### config.mk
export PLATFORM = sky130hd
export DESIGN_NAME = abkf_ctrl
export DESIGN_NICKNAME = d
export VERILOG_FILES = /design/src/design/abkf_pkg.sv /design/src/design/abkf_ctrl.sv
export SDC_FILE = /design/constraint.sdc
export NUM_CORES = 1
export LEC_CHECK = 0
export ABC_AREA = 1
export BUFFER_PORTS_ARGS = -buffer_cell sky130_fd_sc_hd__buf_2
export CAP_MARGIN = 0
export CORE_MARGIN = 5
export CORE_UTILIZATION = 40
export CTS_CLUSTER_DIAMETER = 150
export CTS_CLUSTER_SIZE = 16
export DETAILED_ROUTE_END_ITERATION = 7
export PLACE_DENSITY_LB_ADDON = 0.25
export SYNTH_ARGS = -nofsm -noshare
export SYNTH_HDL_FRONTEND = slang
export SYNTH_SLANG_ARGS = --single-unit
export TNS_END_PERCENT = 5
### constraint.sdc
create_clock -name aclk -period 3.5 [get_ports aclk]
set_input_delay 0.875 -clock aclk [delete_from_list [all_inputs] [get_ports aclk]]
set_output_delay 0.875 -clock aclk [all_outputs]
set_load 0.05 [all_outputs]
### src/design/abkf_pkg.sv
// ----------------------------------------------------------------------------
// abkf_pkg: shared types and constants of the angle/bias kalman filter
// formats, command codes and the controller/datapath interface structs
// ----------------------------------------------------------------------------
package abkf_pkg;

    localparam int COV_FRAC_BITS = 24;
    localparam int DT_FRAC_BITS  = 24;
    localparam int REG_W         = 31;
    localparam int CFG_IDX_W     = 2;

    localparam logic [CFG_IDX_W-1:0] CFG_ANGLE_NOISE   = 2'd0;
    localparam logic [CFG_IDX_W-1:0] CFG_BIAS_NOISE    = 2'd1;
    localparam logic [CFG_IDX_W-1:0] CFG_MEASURE_NOISE = 2'd2;

    // datapath operations, one per controller step
    typedef enum logic [4:0] {
        OP_NONE    = 5'd0,
        OP_LOAD    = 5'd1,   // latch input word
        OP_ANGLE   = 5'd2,   // angle += rmul(dt, bias)
        OP_DBB     = 5'd3,   // dbb = rmul(dt, cov_bb), inner
        OP_COVAA   = 5'd4,   // cov_aa += rmul(dt, inner)
        OP_COVX    = 5'd5,   // cov_ab, cov_ba -= dbb; cov_bb += rmul(bn, dt)
        OP_INNOV   = 5'd6,   // y, s, start k0 divide
        OP_DIVSTEP = 5'd7,   // one divider iteration
        OP_K0DONE  = 5'd8,   // save k0, start k1 divide
        OP_K1DONE  = 5'd9,   // save k1
        OP_UPD_A   = 5'd10,  // angle
        OP_UPD_B   = 5'd11,  // bias
        OP_UPD_AA  = 5'd12,
        OP_UPD_AB  = 5'd13,
        OP_UPD_BA  = 5'd14,
        OP_UPD_BB  = 5'd15
    } op_t;

    typedef struct packed {
        op_t op;
    } dp_cmd_t;

    typedef struct packed {
        logic div_done;
    } dp_status_t;

    function automatic logic signed [31:0] sat32(input logic signed [65:0] v);
        if (v > 66'sd2147483647) return 32'sh7fffffff;
        if (v < -66'sd2147483648) return 32'sh80000000;
        return v[31:0];
    endfunction

endpackage

### src/design/abkf_ctrl.sv
// ----------------------------------------------------------------------------
// abkf_ctrl: sequencing state machine
// steps the datapath through predict, divide and correct for one word
// ----------------------------------------------------------------------------
module abkf_ctrl (
    input  logic                   aclk,
    input  logic                   aresetn,
    input  logic                   in_fire,
    input  logic                   out_busy,
    input  logic                   out_fire,
    input  abkf_pkg::dp_status_t   status,
    output logic                   in_ready,
    output logic                   out_load,
    output abkf_pkg::dp_cmd_t      cmd
);

    typedef enum logic [12:0] {
        S_IDLE  = 13'b0000000000001,
        S_ANGLE = 13'b0000000000010,
        S_DBB   = 13'b0000000000100,
        S_COVAA = 13'b0000000001000,
        S_COVX  = 13'b0000000010000,
        S_INNOV = 13'b0000000100000,
        S_DIV0  = 13'b0000001000000,
        S_DIV1  = 13'b0000010000000,
        S_UPDA  = 13'b0000100000000,
        S_UPDB  = 13'b0001000000000,
        S_UPDC  = 13'b0010000000000,
        S_UPDD  = 13'b0100000000000,
        S_OUT   = 13'b1000000000000
    } state_t;

    state_t state_reg, state_next;
    logic [1:0] sub_reg, sub_next;

    assign in_ready = (state_reg == S_IDLE);
    assign out_load = (state_reg == S_OUT) && (!out_busy || out_fire);

    always_comb begin
        state_next = state_reg;
        sub_next   = sub_reg;
        cmd.op     = abkf_pkg::OP_NONE;
        case (state_reg)
            S_IDLE: begin
                if (in_fire) begin
                    cmd.op = abkf_pkg::OP_LOAD;
                    state_next = S_ANGLE;
                end
            end
            S_ANGLE: begin cmd.op = abkf_pkg::OP_ANGLE; state_next = S_DBB; end
            S_DBB:   begin cmd.op = abkf_pkg::OP_DBB;   state_next = S_COVAA; end
            S_COVAA: begin cmd.op = abkf_pkg::OP_COVAA; state_next = S_COVX; end
            S_COVX:  begin cmd.op = abkf_pkg::OP_COVX;  state_next = S_INNOV; end
            S_INNOV: begin cmd.op = abkf_pkg::OP_INNOV; state_next = S_DIV0; end
            S_DIV0: begin
                if (status.div_done) begin
                    cmd.op = abkf_pkg::OP_K0DONE;
                    state_next = S_DIV1;
                end else begin
                    cmd.op = abkf_pkg::OP_DIVSTEP;
                end
            end
            S_DIV1: begin
                if (status.div_done) begin
                    cmd.op = abkf_pkg::OP_K1DONE;
                    state_next = S_UPDA;
                end else begin
                    cmd.op = abkf_pkg::OP_DIVSTEP;
                end
            end
            S_UPDA: begin cmd.op = abkf_pkg::OP_UPD_A; state_next = S_UPDB; end
            S_UPDB: begin cmd.op = abkf_pkg::OP_UPD_B; state_next = S_UPDC; sub_next = 2'd0; end
            S_UPDC: begin
                cmd.op = sub_reg[0] ? abkf_pkg::OP_UPD_AB : abkf_pkg::OP_UPD_AA;
                sub_next = sub_reg + 2'd1;
                if (sub_reg[0]) state_next = S_UPDD;
            end
            S_UPDD: begin
                cmd.op = sub_reg[0] ? abkf_pkg::OP_UPD_BB : abkf_pkg::OP_UPD_BA;
                sub_next = sub_reg + 2'd1;
                if (sub_reg[0]) state_next = S_OUT;
            end
            S_OUT: begin
                if (out_load) state_next = S_IDLE;
            end
            default: state_next = S_IDLE;
        endcase
    end

    always_ff @(posedge aclk) begin
        if (!aresetn) begin
            state_reg <= S_IDLE;
            sub_reg   <= 2'd0;
        end else begin
            state_reg <= state_next;
            sub_reg   <= sub_next;
        end
    end

`ifndef ASSERT_OFF
    a_div_only_in_div: assert property (@(posedge aclk) disable iff (!aresetn)
        (cmd.op == abkf_pkg::OP_DIVSTEP) |-> (state_reg == S_DIV0 || state_reg == S_DIV1))
        else $error("divide step outside divide states");
    a_load_from_idle: assert property (@(posedge aclk) disable iff (!aresetn)
        (cmd.op == abkf_pkg::OP_LOAD) |=> (state_reg == S_ANGLE))
        else $error("load did not start predict");
    a_out_to_idle: assert property (@(posedge aclk) disable iff (!aresetn)
        out_load |=> (state_reg == S_IDLE))
        else $error("result handoff did not return to idle");
`endif

endmodule

==> results of run 1 <==
## stage by stage
| step | cells | worst slack [ns] | hold slack (ns) | area [sq um] | power, mW |
|---|---|---|---|---|---|
| 3_5_place_dp | 190 | 0.955 | 0.497 | 1070 | 0.318 |
| 4_1_cts | 193 | 0.645 | 0.510 | 1090 | 0.409 |
| 6_report | 193 | 0.677 | 0.509 | 1090 | 0.408 |
| 5_1_grt | 193 | 0.517 | 0.535 | 1090 | 0.429 |
| 2_1_floorplan | 152 | 0.170 | 0.470 | 997 | 0.291 |
| 3_3_place_gp | 190 | 0.972 | 0.488 | 1070 | 0.317 |
## power groups by stage
stage	clock, mW	sequential, mW	combinational (mW)
3_5_place_dp	0	0.174	0.144
3_3_place_gp	0	0.174	0.143
4_1_cts	0.0943	0.170	0.145
6_report	0.0943	0.170	0.144
2_1_floorplan	0	0.173	0.118
5_1_grt	0.103	0.170	0.156
## layout by cell type, fill, tap and decap left out, drive strengths merged
| master | count |
|---|---|
| nand2 | 38 |
| o21ai | 1 |
| buf | 11 |
| nand4 | 4 |
| nand3b | 2 |
| clkbuf | 3 |
| dfxtp | 14 |
| nor4 | 1 |
| nand3 | 18 |
| nor3 | 4 |
| nor2 | 35 |
| a21oi | 7 |
| inv | 24 |
| conb | 1 |
## area by class of cell
cell class              count  area (sq um)  share of cell area (%)
multi-input cells         111           602                    55.2
flip-flops and latches     14           280                    25.7
inverters                  24          92.6                    8.50
repair buffers             11          55.1                    5.05
well taps                  30          37.5                    3.44
clock buffers               3          22.5                    2.07
## cell families after synthesis
| family | count (synthesis) | synth area share [%] |
|---|---|---|
| and+or+nand+nor | 102 | 55.2 |
| AOI/OAI and AO/OA | 8 | 4.77 |
| buffers and inverters | 27 | 11.5 |
| DFF | 14 | 28.1 |
| other | 1 | 0.376 |
## worst min-delay path, cell delays in order (launching register included)
cell and delay, ns:
dfxtp_1 0.34, nand3_1 0.08, a21oi_1 0.05
## worst max path at each step
| stage | startpoint | endpoint | slack (ns) | cells past startpoint |
|---|---|---|---|---|
| after floorplan | out_busy | out_load | 0.17 | 3 |
| after global placement | status | cmd[0] | 0.97 | 7 |
| after detailed placement | status | cmd[0] | 0.96 | 7 |
| after CTS | state_reg[6] | cmd[1] | 0.64 | 10 |
| after global routing | state_reg[0] | cmd[0] | 0.52 | 10 |
| final | state_reg[6] | cmd[1] | 0.68 | 10 |
## routing by layer
metal  vias to the layer above  wire length (um)
li1                        494                 -
met1                       443              1000
met2                        12              1040
met3                         5                74
met4                         0                40
met5                         -                 0
==> key figures, run 1 <==
Status
  – Outcome: complete, no violations

Critical path
  – Element type at the critical path start: flop
  – Data arrival time of the critical path: around 2 ns
  – CP Max Fanout: 8
  – Critical Path End Type: primary output
  – CP bufs+invs: 4
  – CP max stage cell: dfxtp_1
  – CP cell instances: nor2_2 > nand2_4 > nor2_8 > inv_1 > nor3_1 > inv_1 > nand2_1 > inv_1 > nand3_1 > buf_2
  – Worst reg2reg path startpoint: state_reg[10]
  – Top cell by count, worst path: inv_1
  – Worst r2r path cells: 11
  – Cell family with most CP delay: simple AND/OR/NAND/NOR gates
  – Critical Path RT: ~2.6 ns
  – Flop2flop setup slack: 1.82 ns
  – CP peak stage delay: about 0.34 ns
  – Critical path class: reg -> out
  – Reg-to-Reg End: state_reg[11]

Routing
  – DR pass1 iterations: 4
  – Via/cell ratio: between 4 and 5
  – Via Count: 954
  – Residual DRC count: 0
  – Drt wl/cell: about 11 um
  – Post-DRT Antenna Nets: 0
  – Initial drt markers: 23
  – Final WL: 2.16 mm

Pwr
  – Register share of total power: 41.7%
  – Power per cell area: between 300 and 400 mW/mm^2
  – P_leak: approximately 0.56 nW
  – Int Pwr: roughly 240 uW
  – Max VDD drop: 0.000198 V
  – Switch share: about two fifths
  – Combinational share of power: 35.2%
  – Net switching power: 164 uW
  – Clock Power Share: 23.1%

Job
  – Max cap viols: 0

Finish
  – Layout cells sized above 1: between 20% and 30%
  – Final-layout fill cell count: 270
  – Final nets: about 170
  – Util after Layout: between 40% and 50%
  – Syn-to-layout area delta: 9.29%
  – Max FFs per register: 13
  – Diode count: 0

Floorplanning
  – Ports: 13
  – Core area: between 0.002 and 0.0025 sq mm
  – Die Y-Extent: 59.9 um
  – Die Span X: about 60 um
  – Placement row count: 18
  – Full die area: roughly 0.0036 sq mm
  – Initial core utilization: roughly two fifths

Logic synthesis
  – Ys Warns: 0
  – Count leader, synth: nand2_1
  – Ys flop type: dfxtp_1
  – Post-Syn Area: roughly 1000 sq um
  – Post-synth EDFFs: 0
  – Post-synth top area share: 28.1%
  – Synth cell count leaders: nand2_1, nor2_1, inv_1, nand3_1, dfxtp_1
  – Yosys cell types: 25
  – Syn Nets: roughly 160
  – Synth Register Bits: 14
  – Post-synthesis sequential area ratio: between 20% and 30%
  – Largest cells by area after synthesis: dfxtp_1, nand2_1, nor2_1
  – Synth Area per Inst: 6.56 sq um
  – Area leader, netlist: dfxtp_1
  – Cells after Synth: 152
  – Ys async rst share: 0%

GRT
  – Gr busiest metal: met2
  – Met2 Use GR: a little under a quarter
  – Overall routing resource usage: 13.5%
  – Met3 Resource Use GR: ~2.6%
  – First-pass GRT wire length: between 3 and 4 mm
  – Largest net degree at the start of global routing: 13
  – Initial antenna violation count: 0
  – Vias in the first global route: between 800 and 900
  – Met1 GRT Util: between 10% and 20%
  – Grt ovf: 0

Timing
  – Hold Vio Cnt, Final: 0
  – Fin Setup TNS: 0 ns
  – Max Fclk: about 350 MHz
  – Final Max Slew Viols: 0
  – Setup Skew: 0.0144 ns
  – RSZ-0062 raised after global routing: no
  – Fin crit share: between 80% and 90%
  – Final setup vio count: 0
  – Crit path time final: 2.82 ns

Hold path
  – Hold path depth: 2
  – Min-delay src: sub_reg[0]
  – Hold path endpoint: sub_reg[0]
  – Worst hold path class: reg -> reg

Clock tree
  – CTS Sinks: 14
  – H-tree levels: 1
  – Clock buffer depth: 2
  – Setup bufs post-CTS: 0
  – TritonCTS clock tree: done
  – TritonCTS Buffers: 3
  – Root Driver: clkbuf_4
  – Skew-Pair Late Insertion Delay: just under 0.3 ns
  – Clock-pin slew on the worst setup and hold paths: approximately 0.10 ns
  – Post-CTS sizing: 0
  – Post-CTS Hold Buffers: 0

Placed design
  – IO Port Bufs: 11
  – Dpl hpwl: around 1.7 mm
  – Routability congestion estimate: 0.834
Note: power is estimated with default switching activity, not from simulation.
==> run 2, diff against run 1 <==
Clock period 3.5 ns to 2.7 ns, I/O delays scaled along.
==> run 2 against run 1 <==
Combinational power is 50% higher. Sequential power up 32%. Power increased by 47%. Clock power increased by 68%. Die area unchanged.
==> key figures, run 2 (synthesis results as in run 1) <==
Clock tree
  – CTS Sinks: 14 (unchanged)
  – Skew-Pair Late Insertion Delay: 0.29 ns (about the same)
  – Clock-pin slew on the worst setup and hold paths: 0.10 ns (about the same)
  – TritonCTS clock tree: done
  – TritonCTS Buffers: 3 (unchanged)
  – H-tree levels: 1 (unchanged)
  – Root Driver: clkbuf_4
  – Clock buffer depth: 2 (unchanged)

Routing
  – Via Count: 992 (+4.0%)
  – Post-DRT Antenna Nets: 0 (unchanged)
  – Initial drt markers: 53 (+130%)
  – Via/cell ratio: 5.04 (+1.9%)
  – Final WL: 2.32 mm (+7.7%)
  – DR pass1 iterations: 4 (unchanged)
  – Drt wl/cell: 11.8 um (+5.5%)
  – Residual DRC count: 0 (unchanged)

Pwr
  – Max VDD drop: 0.000312 V (+58%)
  – P_leak: 0.581 nW (+4.0%)
  – Power per cell area: 520 mW/mm^2 (+39%)
  – Tot Pwr: 598 uW (+47%)

Finish
  – Finished Layout Cells: 197 (+2.1%)
  – Final nets: 174 (+1.8%)
  – Final-layout fill cell count: 259 (-4.1%)
  – Layout cells sized above 1: 27.5% (+2.4 points)
  – Syn-to-layout area delta: 15.3%
  – Most frequent cells in the layout: nand2_1, nor2_1, inv_1
  – Cell area after layout: 0.00115 sq mm (+5.5%)
  – Most common cell after layout, fill and taps aside: nand2_1
  – Max FFs per register: 13 (unchanged)
  – Diode count: 0 (unchanged)
  – Util after Layout: 47.3% (+2.5 points)

Placed design
  – IO Port Bufs: 11 (unchanged)
  – Placed cell count: 190 (unchanged)
  – Dpl hpwl: 1.85 mm (+6.6%)
  – Pre-CTS setup slack: 0.412 ns (-0.543 ns)
  – Routability congestion estimate: 0.908 (+9.0%)
  – Cell Area, Placed: 0.00107 sq mm (+0.59%)

Critical path
  – Data arrival time of the critical path: 1.83 ns (-0.12 ns)
  – CP cell instances: nor2_4 > nand2_4 > nor2_1 > nand2_1 > nand2_1 > nand2_1 > nand2_1 > buf_2
  – CP Max Fanout: 5 (-3)
  – CP bufs+invs: 1 (-3)
  – Critical Path RT: 2.03 ns (-0.59 ns)
  – CP max stage cell: dfxtp_1
  – CP peak stage delay: 0.37 ns (+0.03 ns)
  – Cell family with most CP delay: simple AND/OR/NAND/NOR gates
  – Critical Path End Type: primary output
  – Element type at the critical path start: flop
  – Critical path class: reg -> out
  – Top cell by count, worst path: nand2_1

Floorplanning
  – Core area: 0.00243 sq mm (unchanged)
  – Die Y-Extent: 59.9 um (unchanged)
  – Placement row count: 18 (unchanged)
  – Initial core utilization: 41.0% (unchanged)
  – Ports: 13 (unchanged)
  – Full die area: 0.00359 sq mm (unchanged)
  – Die Span X: 59.9 um (unchanged)

Timing
  – Fin Setup TNS: 0 ns (unchanged)
  – Final setup vio count: 0 (unchanged)
  – Max Fclk: between 300 and 400 MHz
  – Hold Vio Cnt, Final: 0 (unchanged)
  – Final worst setup slack: 0.191 ns (-0.486 ns)
  – WHS: 0.504 ns (-0.00466 ns)
  – Final Max Slew Viols: 0 (unchanged)
  – Fin crit share: between 90% and 100%
  – Crit path time final: between 2 and 3 ns
  – Setup Skew: 0.0140 ns (-0.000407 ns)

Hold path
  – Worst hold path class: reg -> reg

GRT
  – First-pass GRT wire length: 4.02 mm (+11%)
  – Largest net degree at the start of global routing: 13 (unchanged)
  – Initial antenna violation count: 0 (unchanged)
  – Overall routing resource usage: 14.9% (+1.4 points)
  – Grt ovf: 0 (unchanged)
  – Vias in the first global route: 995 (+15%)

Status
  – Outcome: complete, no violations

Job
  – Max cap viols: 0 (unchanged)
-- run 2: worst paths after layout --
check	start	end	slack [ns]	cells past startpoint
setup / recovery	state_reg[0]	cmd[2]	0.19	8
hold / removal	sub_reg[0]	sub_reg[0]	0.50	2
setup reg to reg	state_reg[10]	state_reg[10]	1.00	11
hold reg to reg	sub_reg[0]	sub_reg[0]	0.50	2
-- run 2: final cells by class --
type,count,area [sq um],share of cell area [%]
Multi-Input combinational cell,111,618,53.8
Sequential cell,14,280,24.4
Inverter,24,92.6,8.05
Timing Repair Buffer,14,85.1,7.40
Tap cell,30,37.5,3.26
Clock buffer,4,36.3,3.16
-- run 2: layer usage --
metal	routed length, um	global-route usage (%)
met1	1030	17.9
met2	1130	23.9
met3	99	3.46
met4	55	8.54
met5	0	0
-- run 2: report_power, final --
group          switching (mW)  leakage [nW]  internal, mW
logic                   0.143         0.447        0.0724
clock network          0.0764        0.0210        0.0820
registers             0.00925         0.113         0.214
total                   0.229         0.581         0.369
-- run 2: timing repair --
item,in CTS,in global routing
hold endpoints to repair,0,0
buffers inserted,0,3
endpoints found under the setup margin,0,3
resized for setup,0,6
hold buffers,0,0
-- run 2: worst reg2reg max path, stage by stage, from the launching register on --
cell and delay (ns):
dfxtp_1 0.35, nor2_2 0.17, nand2_2 0.11, nor2_4 0.23
nand2_1 0.17, inv_2 0.10, nand2_2 0.08, nand2_4 0.10
nor2_8 0.06, inv_4 0.08, nand2_1 0.07, a21oi_2 0.12
==> run 3, diff against run 2 <==
Settings changed: BUFFER_PORTS_ARGS -buffer_cell sky130_fd_sc_hd__buf_2 to -buffer_cell sky130_fd_sc_hd__buf_4, PLACE_DENSITY_LB_ADDON 0.25 to 0.3.
==> run 3 against run 2 <==
Register-to-register slack is essentially flat. Final cell count decreased by 0.51%. Sequential power about the same. First-iteration DRC count rose by 1.9%. Fmax shrank 3.8%. Global-route usage rose by 0.25 points. Die area is the same. Clock power shrank 3%. Core utilization rose by 0.77 points. Sequential cell count is the same. Design area up 1.6%. Largest cell class unchanged.
==> key figures, run 3 (synthesis results as in run 1) <==
Critical path
  – CP Max Fanout: 6 (+1)
  – Critical path class: reg -> out
  – Data arrival time of the critical path: 1.93 ns (+0.10 ns)
  – Critical Path RT: 2.03 ns (about the same)
  – CP cell instances: nor2_2 > nand2_4 > nor2_8 > inv_1 > nor3_1 > inv_1 > nand2_1 > a21oi_1 > nand4_1 > buf_6
  – Top cell by count, worst path: inv_1
  – Element type at the critical path start: flop
  – CP max stage cell: dfxtp_1
  – CP peak stage delay: 0.34 ns (-0.03 ns)
  – Critical Path End Type: primary output

GRT
  – First-pass GRT wire length: 4.09 mm (+1.9%)
  – Vias in the first global route: 977 (-1.8%)
  – Initial antenna violation count: 0 (unchanged)
  – Grt ovf: 0 (unchanged)
  – Met3 Resource Use GR: 3.89% (+0.43 points)
  – Met1 GRT Util: 18.7% (+0.75 points)
  – Gr busiest metal: met2
  – Overall routing resource usage: 15.1% (+0.25 points)
  – Largest net degree at the start of global routing: 13 (unchanged)
  – Met2 Use GR: 24.7% (+0.77 points)

Floorplanning
  – Full die area: 0.00359 sq mm (unchanged)
  – Ports: 13 (unchanged)
  – Core area: 0.00243 sq mm (unchanged)
  – Placement row count: 18 (unchanged)
  – Initial core utilization: 41.0% (unchanged)
  – Die Span X: 59.9 um (unchanged)
  – Die Y-Extent: 59.9 um (unchanged)

Clock tree
  – TritonCTS Buffers: 3 (unchanged)
  – Clock-pin slew on the worst setup and hold paths: 0.09 ns (about the same)
  – Skew-Pair Late Insertion Delay: 0.29 ns (about the same)
  – CTS Sinks: 14 (unchanged)
  – Clock buffer depth: 2 (unchanged)
  – H-tree levels: 1 (unchanged)
  – Root Driver: clkbuf_4
  – TritonCTS clock tree: done

Routing
  – Via Count: 988 (-0.40%)
  – Via/cell ratio: 5.04 (+0.10%)
  – Drt wl/cell: 12.5 um (+6.3%)
  – DR pass1 iterations: 4 (unchanged)
  – Residual DRC count: 0 (unchanged)
  – Initial drt markers: 54 (+1.9%)
  – Final WL: 2.46 mm (+5.7%)
  – Post-DRT Antenna Nets: 0 (unchanged)

Finish
  – Most common cell after layout, fill and taps aside: nand2_1
  – Cell area after layout: 0.00117 sq mm (+1.6%)
  – Util after Layout: 48.0% (+0.77 points)
  – Syn-to-layout area delta: 17.2%
  – Finished Layout Cells: 196 (-0.51%)
  – Max FFs per register: 13 (unchanged)
  – Final-layout fill cell count: 253 (-2.3%)
  – Final nets: 173 (-0.57%)
  – Diode count: 0 (unchanged)
  – Most frequent cells in the layout: nand2_1, nor2_1, inv_1
  – FF/Latch Area: 280 sq um (unchanged)
  – Layout cells sized above 1: 27.7% (+0.17 points)
  – Area occupied by multi-input gates: 621 sq um (+0.40%)

Timing
  – RSZ-0062 raised after global routing: no
  – Final setup vio count: 0 (unchanged)
  – Max Fclk: 383 MHz (-3.8%)
  – WHS: 0.515 ns (+0.0112 ns)
  – Fin crit share: 96.6% (+3.7 points)
  – Hold Vio Cnt, Final: 0 (unchanged)
  – Final Max Slew Viols: 0 (unchanged)
  – Final worst setup slack: 0.0919 ns (-0.0991 ns)
  – Crit path time final: 2.61 ns (+0.0991 ns)
  – Setup Skew: 0.0114 ns (-0.00253 ns)
  – Fin Setup TNS: 0 ns (unchanged)

Job
  – Max cap viols: 0 (unchanged)

Placed design
  – Cell Area, Placed: 0.00110 sq mm (+2.6%)
  – Dpl hpwl: 1.95 mm (+5.4%)
  – IO Port Bufs: 11 (unchanged)
  – Placed cell count: 190 (unchanged)
  – Pre-CTS setup slack: 0.443 ns (+0.0316 ns)
  – Routability congestion estimate: 0.909 (about the same)

Pwr
  – Power per cell area: 507 mW/mm^2 (-2.5%)
  – Tot Pwr: 593 uW (-0.89%)
  – P_leak: 0.585 nW (+0.60%)
  – Max VDD drop: 0.000308 V (-1.2%)

Hold path
  – Worst hold path class: reg -> reg

Status
  – Outcome: complete, no violations
## run 3: cell count changes in the layout (fill, tap and decap cells not counted)
| cell | delta |
|---|---|
| buf_4 | +8 |
| buf_6 | +1 |
| clkbuf_4 | -2 |
| nor2_1 | -1 |
| buf_2 | -8 |
| nor2_2 | +1 |
## run 3: what timing repair did
item / 4_1_cts / 5_1_grt
gates resized for setup: 0 / 4
hold buffers: 0 / 0
setup endpoints to repair: 0 / 2
buffers inserted: 0 / 2
## run 3: cell type report
class                   instances  share of cell area, %
multi-input cells             111                   53.1
flip-flops and latches         14                   24.0
repair buffers                 13                   8.67
inverters                      24                   7.92
well taps                      30                   3.21
clock buffers                   4                   3.10
## run 3: final timing paths
check / cells after the start / to / slack [ns] / from
setup / recovery: 10 / cmd[0] / 0.09 / state_reg[0]
hold / removal: 2 / sub_reg[0] / 0.52 / sub_reg[0]
setup reg to reg: 11 / state_reg[10] / 1.00 / state_reg[10]
hold reg to reg: 2 / sub_reg[0] / 0.52 / sub_reg[0]
## run 3: metal layers
| layer | share of wire [%] | routed length [um] | up-vias |
|---|---|---|---|
| met2 | 46 | 1130 | 27 |
| li1 | - | - | 503 |
| met4 | 3.3 | 82 | 0 |
| met1 | 46 | 1130 | 447 |
| met5 | 0 | 0 | - |
| met3 | 4.6 | 112 | 11 |
## run 3: report_power, final
part,internal [mW],switching (mW)
registers,0.214,0.00664
logic,0.0743,0.143
clock network,0.0821,0.0718
## run 3: critical path, delay by kind of cell, from the launching register on
| kind | cells | cell delay (ns) |
|---|---|---|
| DFF | 1 | 0.34 |
| AOI/OAI and AO/OA | 1 | 0.06 |
| and+or+nand+nor | 6 | 0.88 |
| buffers and inverters | 3 | 0.36 |
